[config.mk]
export PLATFORM = sky130hd
export DESIGN_NAME = owner_tagged_slot_allocator
export DESIGN_NICKNAME = d
export VERILOG_FILES = /design/src/rtl/core/osa_pkg.sv /design/src/rtl/core/osa_ram.sv /design/src/rtl/core/owner_tagged_slot_allocator.sv
export VERILOG_INCLUDE_DIRS = /design/src /design/src/rtl/core
export SDC_FILE = /design/constraint.sdc
export NUM_CORES = 1
export LEC_CHECK = 0
export ABC_AREA = 0
export BUFFER_PORTS_ARGS = -buffer_cell sky130_fd_sc_hd__buf_2
export CAP_MARGIN = 20
export CORE_ASPECT_RATIO = 0.75
export CORE_MARGIN = 3
export CORE_UTILIZATION = 30
export DETAILED_ROUTE_END_ITERATION = 16
export HOLD_SLACK_MARGIN = 0.03
export SLEW_MARGIN = 20
export SYNTH_ARGS = -nofsm -noshare
export SYNTH_HDL_FRONTEND = slang
export SYNTH_HIERARCHICAL = 1
export SYNTH_SLANG_ARGS = --single-unit
export TNS_END_PERCENT = 5
[constraint.sdc]
create_clock -name i_clk -period 15.47 [get_ports i_clk]
set_input_delay 0 -clock i_clk [delete_from_list [all_inputs] [get_ports i_clk]]
set_output_delay 0 -clock i_clk [all_outputs]
set_load 0.1 [all_outputs]
[src/rtl/core/assert_macros.svh]
// Assertion macros shared by the allocator RTL.
// No dependencies. Each macro samples on i_clk and is disabled while i_rst_n is low.
`ifndef ASSERT_MACROS_SVH
`define ASSERT_MACROS_SVH

// Condition must hold at every clock edge outside reset.
`define ASSERT_ALWAYS(lbl, expr, msg) \
    lbl: assert property (@(posedge i_clk) disable iff (!i_rst_n) (expr)) else $error(msg);

// Consequent must hold in the cycle after the antecedent.
`define ASSERT_NEXT(lbl, ante, cons, msg) \
    lbl: assert property (@(posedge i_clk) disable iff (!i_rst_n) (ante) |=> (cons)) else $error(msg);

`endif

[src/rtl/core/osa_pkg.sv]
// Package for the owner-tagged slot allocator: defaults, codes, register map.
// No dependencies.
`default_nettype none

package osa_pkg;

    localparam int TABLE_DEPTH_DEF = 128;
    localparam int OWNER_COUNT_DEF = 32;

    // request codes
    localparam logic REQ_ALLOC   = 1'b0;
    localparam logic REQ_RELEASE = 1'b1;

    // APB register map: word index is paddr[2]
    localparam int         PADDR_W       = 3;
    localparam logic       CFG_IDX_SLOTS = 1'b0;
    localparam logic [7:0] SLOTS_RESET   = 8'd128;

endpackage

`default_nettype wire

[src/rtl/core/osa_ram.sv]
// Generic single-write, single-read RAM with registered read data.
// No dependencies.
`default_nettype none

module osa_ram #(
    parameter int WIDTH = 8,
    parameter int DEPTH = 128
) (
    input  wire logic                     i_clk,
    input  wire logic                     i_we,
    input  wire logic [$clog2(DEPTH)-1:0] i_waddr,
    input  wire logic [WIDTH-1:0]         i_wdata,
    input  wire logic                     i_re,
    input  wire logic [$clog2(DEPTH)-1:0] i_raddr,
    output logic      [WIDTH-1:0]         o_rdata
);

    logic [WIDTH-1:0] r_mem [DEPTH];

    always_ff @(posedge i_clk) begin
        if (i_we) begin
            r_mem[i_waddr] <= i_wdata;
        end
        if (i_re) begin
            o_rdata <= r_mem[i_raddr];
        end
    end

endmodule

`default_nettype wire

[src/rtl/core/owner_tagged_slot_allocator.sv]
// Owner-tagged slot allocator top level: APB config, request sequencer, slot table.
// Depends on osa_pkg, osa_ram and assert_macros.svh.
//
//  channel   | handshake                              | payload
//  ----------+----------------------------------------+-------------------------------------
//  request   | start, busy (taken on start & !busy)   | i_req_type, i_owner, i_slot_count
//  result    | o_done strobe, one cycle, no backpress | o_granted, o_free_slots, o_owner_slots
//  config    | APB psel/penable/pwrite, pready = 1    | paddr, pwdata, prdata
//
// Sequence: while busy, a counting pass reads the first n entries, n = min(slots_in_use,
// TABLE_DEPTH); a decide step follows, then, only when the table is modified, a fill/clear
// pass over the same entries; the result strobe comes as busy falls. Both passes go through
// the single read port of the slot RAM, one entry per cycle.
// Reset: synchronous, active low; then a clearing pass over all TABLE_DEPTH entries, busy high.
// Stalls: none on the result side; the result strobe pulses once per transaction.
`default_nettype none

module owner_tagged_slot_allocator
    import osa_pkg::*;
#(
    parameter int TABLE_DEPTH = TABLE_DEPTH_DEF,
    parameter int OWNER_COUNT = OWNER_COUNT_DEF
) (
    input  wire logic               i_clk,
    input  wire logic               i_rst_n,
    // request
    input  wire logic               start,
    output logic                    busy,
    input  wire logic               i_req_type,
    input  wire logic [4:0]         i_owner,
    input  wire logic [7:0]         i_slot_count,
    // result
    output logic                    o_done,
    output logic                    o_granted,
    output logic [7:0]              o_free_slots,
    output logic [7:0]              o_owner_slots,
    // APB config
    input  wire logic               psel,
    input  wire logic               penable,
    input  wire logic               pwrite,
    input  wire logic [PADDR_W-1:0] paddr,
    input  wire logic [31:0]        pwdata,
    output logic      [31:0]        prdata,
    output logic                    pready
);

    // address, count, wide-compare, owner and entry widths
    localparam int AW  = $clog2(TABLE_DEPTH);
    localparam int CW  = $clog2(TABLE_DEPTH + 1);
    localparam int NW  = (CW > 8) ? CW : 8;
    localparam int OW  = $clog2(OWNER_COUNT);
    localparam int OCW = (OW > 5) ? OW : 5;
    localparam int EW  = OW + 1;

    localparam logic [2:0] S_CLEAR  = 3'd0;
    localparam logic [2:0] S_IDLE   = 3'd1;
    localparam logic [2:0] S_COUNT  = 3'd2;
    localparam logic [2:0] S_DECIDE = 3'd3;
    localparam logic [2:0] S_MODIFY = 3'd4;

    // control
    logic [2:0]    r_state, n_state;
    logic [CW-1:0] r_addr, n_addr;      // read issue pointer, also clear sweep
    logic          r_rd_vld, n_rd_vld;  // RAM data valid this cycle
    logic          r_done, n_done;
    logic [7:0]    r_slots_in_use;

    // transaction data
    logic          r_req, n_req;
    logic [4:0]    r_who, n_who;
    logic [7:0]    r_cnt, n_cnt;
    logic [CW-1:0] r_n, n_n;            // active slot count
    logic [AW-1:0] r_rd_addr, n_rd_addr;
    logic [CW-1:0] r_free, n_free;
    logic [CW-1:0] r_own, n_own;
    logic [7:0]    r_left, n_left;
    logic          r_granted, n_granted;

    // RAM port
    logic          ram_we;
    logic [AW-1:0] ram_waddr;
    logic [EW-1:0] ram_wdata;
    logic          ram_re;
    logic [EW-1:0] ram_rdata;

    // combinational helpers
    logic          who_ok;
    logic          rd_used;
    logic          rd_match_own;
    logic          rd_match;
    logic          issue;
    logic          grant;
    logic [NW-1:0] slots_wide;
    logic [NW-1:0] free_wide;
    logic [NW-1:0] own_wide;
    logic [NW-1:0] cnt_wide;
    logic          cfg_wr;

    // ---------------------------------------------------------------------
    // APB configuration: one register, slots_in_use, at word 0
    // ---------------------------------------------------------------------
    assign pready = 1'b1;
    assign cfg_wr = psel && penable && pwrite && pready;

    always_ff @(posedge i_clk) begin
        if (!i_rst_n) begin
            r_slots_in_use <= SLOTS_RESET;
        end else if (cfg_wr && (paddr[2] == CFG_IDX_SLOTS)) begin
            r_slots_in_use <= pwdata[7:0];
        end
    end

    assign prdata = (paddr[2] == CFG_IDX_SLOTS) ? 32'(r_slots_in_use) : '0;

    // ---------------------------------------------------------------------
    // Slot table: entry = {used, owner}
    // ---------------------------------------------------------------------
    osa_ram #(
        .WIDTH (EW),
        .DEPTH (TABLE_DEPTH)
    ) u_table (
        .i_clk   (i_clk),
        .i_we    (ram_we),
        .i_waddr (ram_waddr),
        .i_wdata (ram_wdata),
        .i_re    (ram_re),
        .i_raddr (r_addr[AW-1:0]),
        .o_rdata (ram_rdata)
    );

    // owners at or above OWNER_COUNT are refused outright
    assign who_ok = (OCW + 1)'(r_who) < (OCW + 1)'(OWNER_COUNT);

    assign rd_used      = ram_rdata[EW-1];
    assign rd_match_own = rd_used && (OCW'(ram_rdata[OW-1:0]) == OCW'(r_who));
    assign rd_match     = (r_req == REQ_ALLOC) ? !rd_used : rd_match_own;

    // one read per cycle while the pointer is inside the active range
    assign issue  = (r_addr != r_n);
    assign ram_re = ((r_state == S_COUNT) || (r_state == S_MODIFY)) && issue;

    assign slots_wide = NW'(r_slots_in_use);
    assign free_wide  = NW'(r_free);
    assign own_wide   = NW'(r_own);
    assign cnt_wide   = NW'(r_cnt);

    assign grant = who_ok && ((r_req == REQ_ALLOC) ? (free_wide >= cnt_wide)
                                                   : (own_wide >= cnt_wide));

    always_comb begin
        ram_we    = 1'b0;
        ram_waddr = r_rd_addr;
        ram_wdata = '0;
        if (r_state == S_CLEAR) begin
            ram_we    = 1'b1;
            ram_waddr = r_addr[AW-1:0];
        end else if ((r_state == S_MODIFY) && r_rd_vld && (r_left != 8'd0) && rd_match) begin
            ram_we = 1'b1;
            // allocate tags the slot, release frees it
            if (r_req == REQ_ALLOC) begin
                ram_wdata = {1'b1, OW'(r_who)};
            end
        end
    end

    // ---------------------------------------------------------------------
    // Sequencer
    // ---------------------------------------------------------------------
    always_comb begin
        n_state   = r_state;
        n_addr    = r_addr;
        n_rd_vld  = 1'b0;
        n_done    = 1'b0;
        n_req     = r_req;
        n_who     = r_who;
        n_cnt     = r_cnt;
        n_n       = r_n;
        n_rd_addr = r_addr[AW-1:0];
        n_free    = r_free;
        n_own     = r_own;
        n_left    = r_left;
        n_granted = r_granted;

        unique case (r_state)
            S_CLEAR: begin
                n_addr = r_addr + 1'b1;
                if (r_addr == CW'(TABLE_DEPTH - 1)) begin
                    n_addr  = '0;
                    n_state = S_IDLE;
                end
            end
            S_IDLE: begin
                if (start) begin
                    n_req  = i_req_type;
                    n_who  = i_owner;
                    n_cnt  = i_slot_count;
                    // slots_in_use beyond the table counts as the whole table
                    n_n    = (slots_wide > NW'(TABLE_DEPTH)) ? CW'(TABLE_DEPTH)
                                                             : CW'(slots_wide);
                    n_addr = '0;
                    n_free = '0;
                    n_own  = '0;
                    n_state = S_COUNT;
                end
            end
            S_COUNT: begin
                if (issue) begin
                    n_addr = r_addr + 1'b1;
                end
                n_rd_vld = issue;
                if (r_rd_vld) begin
                    if (!rd_used) begin
                        n_free = r_free + 1'b1;
                    end
                    if (rd_match_own) begin
                        n_own = r_own + 1'b1;
                    end
                end
                if (!issue && !r_rd_vld) begin
                    n_state = S_DECIDE;
                end
            end
            S_DECIDE: begin
                n_granted = grant;
                if (grant) begin
                    if (r_req == REQ_ALLOC) begin
                        n_free = CW'(free_wide - cnt_wide);
                        n_own  = CW'(own_wide + cnt_wide);
                    end else begin
                        n_free = CW'(free_wide + cnt_wide);
                        n_own  = CW'(own_wide - cnt_wide);
                    end
                end
                if (!who_ok) begin
                    n_own = '0;
                end
                n_addr = '0;
                n_left = r_cnt;
                if (grant && (r_cnt != 8'd0)) begin
                    n_state = S_MODIFY;
                end else begin
                    n_done  = 1'b1;
                    n_state = S_IDLE;
                end
            end
            S_MODIFY: begin
                if (issue) begin
                    n_addr = r_addr + 1'b1;
                end
                n_rd_vld = issue;
                if (ram_we) begin
                    n_left = r_left - 1'b1;
                end
                if (!issue && !r_rd_vld) begin
                    n_done  = 1'b1;
                    n_state = S_IDLE;
                end
            end
            default: begin
                n_state = S_IDLE;
            end
        endcase
    end

    always_ff @(posedge i_clk) begin
        if (!i_rst_n) begin
            r_state  <= S_CLEAR;
            r_addr   <= '0;
            r_rd_vld <= 1'b0;
            r_done   <= 1'b0;
        end else begin
            r_state  <= n_state;
            r_addr   <= n_addr;
            r_rd_vld <= n_rd_vld;
            r_done   <= n_done;
        end
    end

    always_ff @(posedge i_clk) begin
        r_req     <= n_req;
        r_who     <= n_who;
        r_cnt     <= n_cnt;
        r_n       <= n_n;
        r_rd_addr <= n_rd_addr;
        r_free    <= n_free;
        r_own     <= n_own;
        r_left    <= n_left;
        r_granted <= n_granted;
    end

    // outputs: counts are reported modulo 256
    assign busy          = (r_state != S_IDLE);
    assign o_done        = r_done;
    assign o_granted     = r_granted;
    assign o_free_slots  = free_wide[7:0];
    assign o_owner_slots = own_wide[7:0];

    // ---------------------------------------------------------------------
    // Assertions
    // ---------------------------------------------------------------------
    `include "assert_macros.svh"

    `ASSERT_NEXT(a_done_single, o_done, !o_done, "result strobe longer than one cycle")
    `ASSERT_NEXT(a_accept_count, start && !busy, r_state == S_COUNT, "no count after accept")
    `ASSERT_ALWAYS(a_we_phase, !ram_we || r_state == S_CLEAR || r_state == S_MODIFY, "stray write")
    `ASSERT_ALWAYS(a_grant_owner, !(o_done && o_granted) || who_ok, "bad owner granted")
    `ASSERT_ALWAYS(a_free_range, !o_done || (r_free <= r_n), "free count above n")

endmodule

`default_nettype wire
Word level (Yosys, flattened, before mapping)
Memories as Yosys holds them, arrays and structs flattened. A register that Yosys moved wholly into a read port is not among the register bits.
Index checks and enable logic that the tools add are counted.
{"block": "word_totals", "inputBits": 55, "mem_count": 1, "ff_bits": 75, "elab_cells": 109, "ram_bits": 768}
{"block": "op_classes", "n_mux": 36, "n_reduce_logical": 28, "n_bitwise": 1, "eq_ne": 18, "n_addsub": 8, "n_lt_le_gt_ge": 3}
{"memory": "u_table.r_mem", "depth": 128, "width": 6, "read_ports": 1, "rd_clocked_by_memory_dff": 1, "wr": 1, "line_no": "osa_ram.sv:18", "rtl": "logic [WIDTH-1:0] r_mem [DEPTH];"}
{"op": "$mux W8", "n": 13}
{"op": "$pmux W8 S3", "n": 2}
{"op": "$pmux W8 S4", "n": 1}
{"op": "$add A8 B1 Y8 const B", "n": 3}
{"op": "$mux W6", "n": 3}
{"op": "$add A8 B8 Y8", "n": 2}
{"op": "$ge A8 B8 Y1", "n": 2}
{"op": "$pmux W8 S2", "n": 1}
{"op": "$reduce_bool A8 Y1", "n": 2}
{"op": "$sub A8 B8 Y8", "n": 2}
{"op": "$mux W3", "n": 5}
{"op": "$pmux W3 S5", "n": 1}
{"op": "$ne A2 B2 Y1 const B", "n": 6}
{"op": "$logic_and A1 B1 Y1", "n": 10}
{"op": "$reduce_and A5 Y1", "n": 2}
{"op": "$eq A8 B7 Y1 const B", "n": 1}
{"op": "$gt A8 B8 Y1 const B", "n": 1}
{"op": "$mux W1", "n": 8}
{"op": "$ne A2 B1 Y1 const B", "n": 4}
{"op": "$ne A8 B8 Y1", "n": 1}
{"op": "$sub A8 B1 Y8 const B", "n": 1}
{"op": "$mux W7", "n": 1}
{"op": "$eq A3 B2 Y1 const B", "n": 2}
{"op": "$reduce_and A2 Y1", "n": 3}
{"op": "other kinds (15)", "n": 17}

Longest topological paths before layout
{"block": "depth", "ltp_word": 8, "mapped_depth": 11, "depth_no_buf": 9}

Cells and area by module
Netlist, hierarchy kept.
{"mod": "osa_ram", "cells_per_inst": 1271, "n_inst": 1, "area_each_um2": 29983.8}
{"mod": "owner_tagged_slot_allocator", "cells_per_inst": 543, "n_inst": 1, "area_each_um2": 5078.6}

Worst setup path after synthesis
OpenSTA, ideal clock, no wires.
{"block": "synth_timing", "kind": "register to register", "from": "register r_req", "to": "memory u_table/r_mem[0][0] in the netlist's numbering, data pin", "stages_incl_launch_ff": 5, "slack_ps": 8085, "t_arrival_ps": 6852, "period_less_slack_ps": 7385, "setup_ps": 534, "t_required_ps": 14936, "path_cell_list": "edfxtp_1 > buf_2 > buf_2 > nor4_2 > and2_1"}
{"block": "synth_between", "elab_chain_len": 4, "word_cells_on_any_way": 5}
{"item": "start: declaration", "line_no": "owner_tagged_slot_allocator.sv:69", "rtl": "logic r_req, n_req;"}
{"item": "start signal: assignment", "line_no": "owner_tagged_slot_allocator.sv:280", "rtl": "r_req <= n_req;"}
{"item": "$mux W1", "line_no": "owner_tagged_slot_allocator.sv:136", "rtl": "assign rd_match = (r_req == REQ_ALLOC) ? !rd_used : rd_match_own;"}
{"item": "$logic_and A1 B1 Y1", "line_no": "owner_tagged_slot_allocator.sv:157", "rtl": "end else if ((r_state == S_MODIFY) && r_rd_vld && (r_left != 8'd0) && rd_match) begin"}
{"item": "$mux W6 (*)", "line_no": "owner_tagged_slot_allocator.sv:157"}
{"item": "$mux W6 (*)", "line_no": "owner_tagged_slot_allocator.sv:154", "rtl": "if (r_state == S_CLEAR) begin"}
{"item": "net ram_wdata[0]", "line_no": "owner_tagged_slot_allocator.sv:82", "rtl": "logic [EW-1:0] ram_wdata;"}
{"item": "end: declaration", "line_no": "osa_ram.sv:18"}
The timed path passes the listed nets; every way through them passes the cells marked *.

Final worst setup path
{"block": "layout_timing", "from": "register r_addr[0]", "to": "register u_table.o_rdata[1] (read register of u_table.r_mem), data pin"}
{"block": "layout_between", "elab_chain_len": 2}
{"item": "start: declaration", "line_no": "owner_tagged_slot_allocator.sv:63", "rtl": "logic [CW-1:0] r_addr, n_addr;"}
{"item": "start signal: assignment", "line_no": "owner_tagged_slot_allocator.sv:273", "rtl": "r_addr <= n_addr;"}
{"item": "$ne A8 B8 Y1", "line_no": "owner_tagged_slot_allocator.sv:139", "rtl": "assign issue = (r_addr != r_n);"}
{"item": "$logic_and A1 B1 Y1", "line_no": "owner_tagged_slot_allocator.sv:140", "rtl": "assign ram_re = ((r_state == S_COUNT) || (r_state == S_MODIFY)) && issue;"}
{"item": "end: declaration", "line_no": "osa_ram.sv:15", "rtl": "output logic [WIDTH-1:0] o_rdata"}
Several ways; a longest one is shown, not always the timed one.
A chain may end at the register's enable or synchronous reset.

==> run metrics <==
Mapped Avg Cell Area=~19 sq um; main flop type after synthesis=edfxtp_1; GRT Overall Usage=between 10% and 20%; core area=~0.11 sq mm; RSZ-0062 raised after global routing=no; post-synthesis cell type count=63; post-synthesis mux area share=16.5%; largest cells by area after synthesis=edfxtp_1 (70%), mux4_2 (16%), nor2_1 (1.6%), dfxtp_1 (1.6%), ha_1 (1.2%); post_cts resized=0; PwrDens=~110 mW/mm^2; largest family of logic cells by synthesized area=multiplexers; gp weighted congestion=between 0.8 and 0.9; RR Endpoint=u_table/o_rdata[1]; Internal=roughly 3.6 mW; port buffer count=55; number of max-cap violations=0; first drt pass iteration count=7; Die X=approximately 400 microns; Yosys Warn Count=6; IO Pins=approximately 110; # nets final=a little over 2k; Avg WL per Cell=about 23 microns; Crit. End Element=flop; Hold Startpoint=i_slot_count[7]; initial antenna violation count=2; final WL=a little over 80000 microns; Yosys top cell by area=edfxtp_1; Antenna diodes=0; sequential share of the synthesized area=around 72%; switching pwr=around 0.95 mW; xor/xnor cell area share of the yosys netlist=about 1.2%; Place WS=approximately 10 ns; total gr overflow=0; Compound-Gate Fraction of Synth Area=about 1.8%; Data arrival, critical path=slightly above 5 ns; vias in the first global route=between 15k and 20k; outcome=complete, no violations; Worst-Margin Slew=~1.2 ns; Initial Util=30.6%; min Tclk post-route=roughly 4.7 ns; Clk network pwr share=between 40 and 50%; EDFF count, synth=roughly 800; Setup CP Type=flop to flop; FF-to-FF path depth=6; vias post-DR=~18k; floorplan row count=around 110; WHS=around 0.085 ns; Synth Register Bits=~850; Leak=around 12 nW; Final Non-Filler Cells=approximately 3.5k; Residual DRC=0; Worst Hold Depth=2; Required @ worst endpoint=between 15 and 20 ns; post-synthesis adder-cell area fraction=1.48%; post-route clock skew=0.0196 ns; CTS Root Buffer Type=clkbuf_16; Clock transition at path regs=roughly 0.06 ns; most instantiated library cell after synthesis=edfxtp_1; DP Wirelength=approximately 50000 microns; Highest Clock Rate=around 0.21 GHz; Reg2Reg Setup Slack=approximately 11 ns; TritonCTS clock tree=yes; switch share=20.9%; clk sinks=~850; first-pass GRT wire length=around 120000 microns; asr flop ratio synth=0%; Comb pwr share=roughly 3.8%; Die Span Y=just over 300 microns; Cells after Synth=between 1.5k and 2k; Longest Clk Path Bufs=3; vias per inst=between 5 and 6; Post-Synth Simple-Gate Area=5.11%; WHS Endpoint=cnt_wide[7]; Final ANT Viol Nets=0; Hold Crit Class=input port to flop; relative max-transition margin=around a fifth; critical-path maximum fanout=49; initial DRC count=around 1.9k; fin crit share=between 30% and 40%; Startpoint Class=flop; peak supply drop=73.8 uV; Post-synth top cells=edfxtp_1 (821), mux4_2 (252), nor2_1 (151); Final WS setup=10.79 ns; endpoints failing hold=0; Cells after DPL=3329; setup_tns=0 ns; hold buffers post-CTS=40; Design Power=about 4.6 mW; total die area=0.121 sq mm; cts bufs inserted=approximately 80; setup repair bufs after CTS=0; Reg power frac=54.7%; Synth Cell Area=roughly 0.035 sq mm; share of cells above drive strength 1=between 20% and 30%; H-tree depth=3; Final Max Slew Viols=0; largest net degree at the start of global routing=about 130; Syn-to-layout area delta=13.8%; final setup vio count=0; post-synth top area share=approximately 70%; Critical R2R Launch=r_addr[0]; clock latency at the later pin of the worst-skew pair=0.63 ns
## cell type report
cell class              instances  area, sq um
clock buffers                 104         2140
fillers                     10569        74800
well taps                    1526         1910
flip-flops and latches        849        25200
multi-input cells             847         9270
inverters                      25         93.8
repair buffers                122          895
clock inverters                38          348
## routing by layer
layer / track usage (%) / vias up / routed length [microns]
met1: 19.9 / 9439 / 37400
met4: 3.14 / 0 / 1340
met5: 0 / - / 0
met2: 19.3 / 655 / 35700
met3: 2.76 / 95 / 6100
li1: - / 7500 / -
## worst max-delay path by stage
| stage | startpoint | endpoint | slack (ns) | cells after the start |
|---|---|---|---|---|
| 5_1_grt | r_addr[0] | u_table/o_rdata[3] | 10.39 | 6 |
| 2_1_floorplan | r_req | u_table/r_mem[0][0] | 8.08 | 4 |
| 3_5_place_dp | r_addr[0] | u_table/o_rdata[3] | 10.33 | 6 |
| 4_1_cts | r_addr[0] | u_table/o_rdata[3] | 10.31 | 6 |
| 3_3_place_gp | r_addr[0] | u_table/o_rdata[3] | 10.35 | 6 |
| 6_report | r_addr[0] | u_table/o_rdata[1] | 10.79 | 6 |
## metrics by stage
| stage | cell area, sq um | util, % |
|---|---|---|
| CTS | 39900 | 34.8 |
| detailed placement | 37000 | 32.2 |
| global route | 39900 | 34.8 |
| floorplan | 35100 | - |
| global placement | 37000 | 32.2 |
| finish | 39900 | 34.8 |
## registers in the layout, indices dropped and copies added (netlist names), 3 cells and up
name / count
r_slots_in_use: 8
o_free_slots: 8
u_table/r_mem: 768
r_addr: 8
r_who: 5
u_table/o_rdata: 6
cnt_wide: 8
r_left: 8
r_n: 8
r_state: 3
r_rd_addr: 7
o_owner_slots: 8
## logic make-up after synthesis
group	Yosys count
and+or+nand+nor	379
DFF	849
xor gates and xnor gates	47
muxes	262
other	2
adders and majority gates	39
buffers and inverters	141
AOI/OAI and AO/OA	95
## placed cells by master (no fill, tap or decap), types with 7 or more instances in the layout
master         synthesis  routed
xor2_1                27      27
o22ai_1               15      15
nand4_1               12      12
buf_2                 27      55
nor4_1                 8       8
mux2_2                 7       7
o21ai_0               21      21
nand2b_1              13      13
clkbuf_1              37      20
dfxtp_1               28      24
dlygate4sd3_1          0      40
mux4_2               252     252
clkinv_2               0      13
a21oi_1               18      18
edfxtp_1             821     821
clkinv_1               0      10
buf_4                 32      25
nor2_1               151     151
clkbuf_16              0      81
inv_1                 25      25
nand3_1               26      26
nand2_1               84      84
conb_1                 2      25
and3_1                 9       9
nor3_1                16      13
nor2b_1               29      29
ha_1                  35      35
a21boi_0               8       8
xnor2_1               20      20
## power groups by stage
stage	combinational, mW	sequential (mW)	clock [mW]
after floorplan	0.138	2.54	0
after global placement	0.166	2.55	0
after detailed placement	0.168	2.55	0
after CTS	0.174	2.50	1.94
after global routing	0.182	2.50	2.03
final	0.173	2.50	1.90
## critical path, cell delays in order (launching register included)
cell     delay (ns)
dfxtp_4        0.80
buf_4          0.79
buf_6          0.64
mux4_2         0.64
mux4_2         0.54
mux4_2         0.52
mux2_2         0.29
No activity file was read; power rests on OpenSTA's default activity.
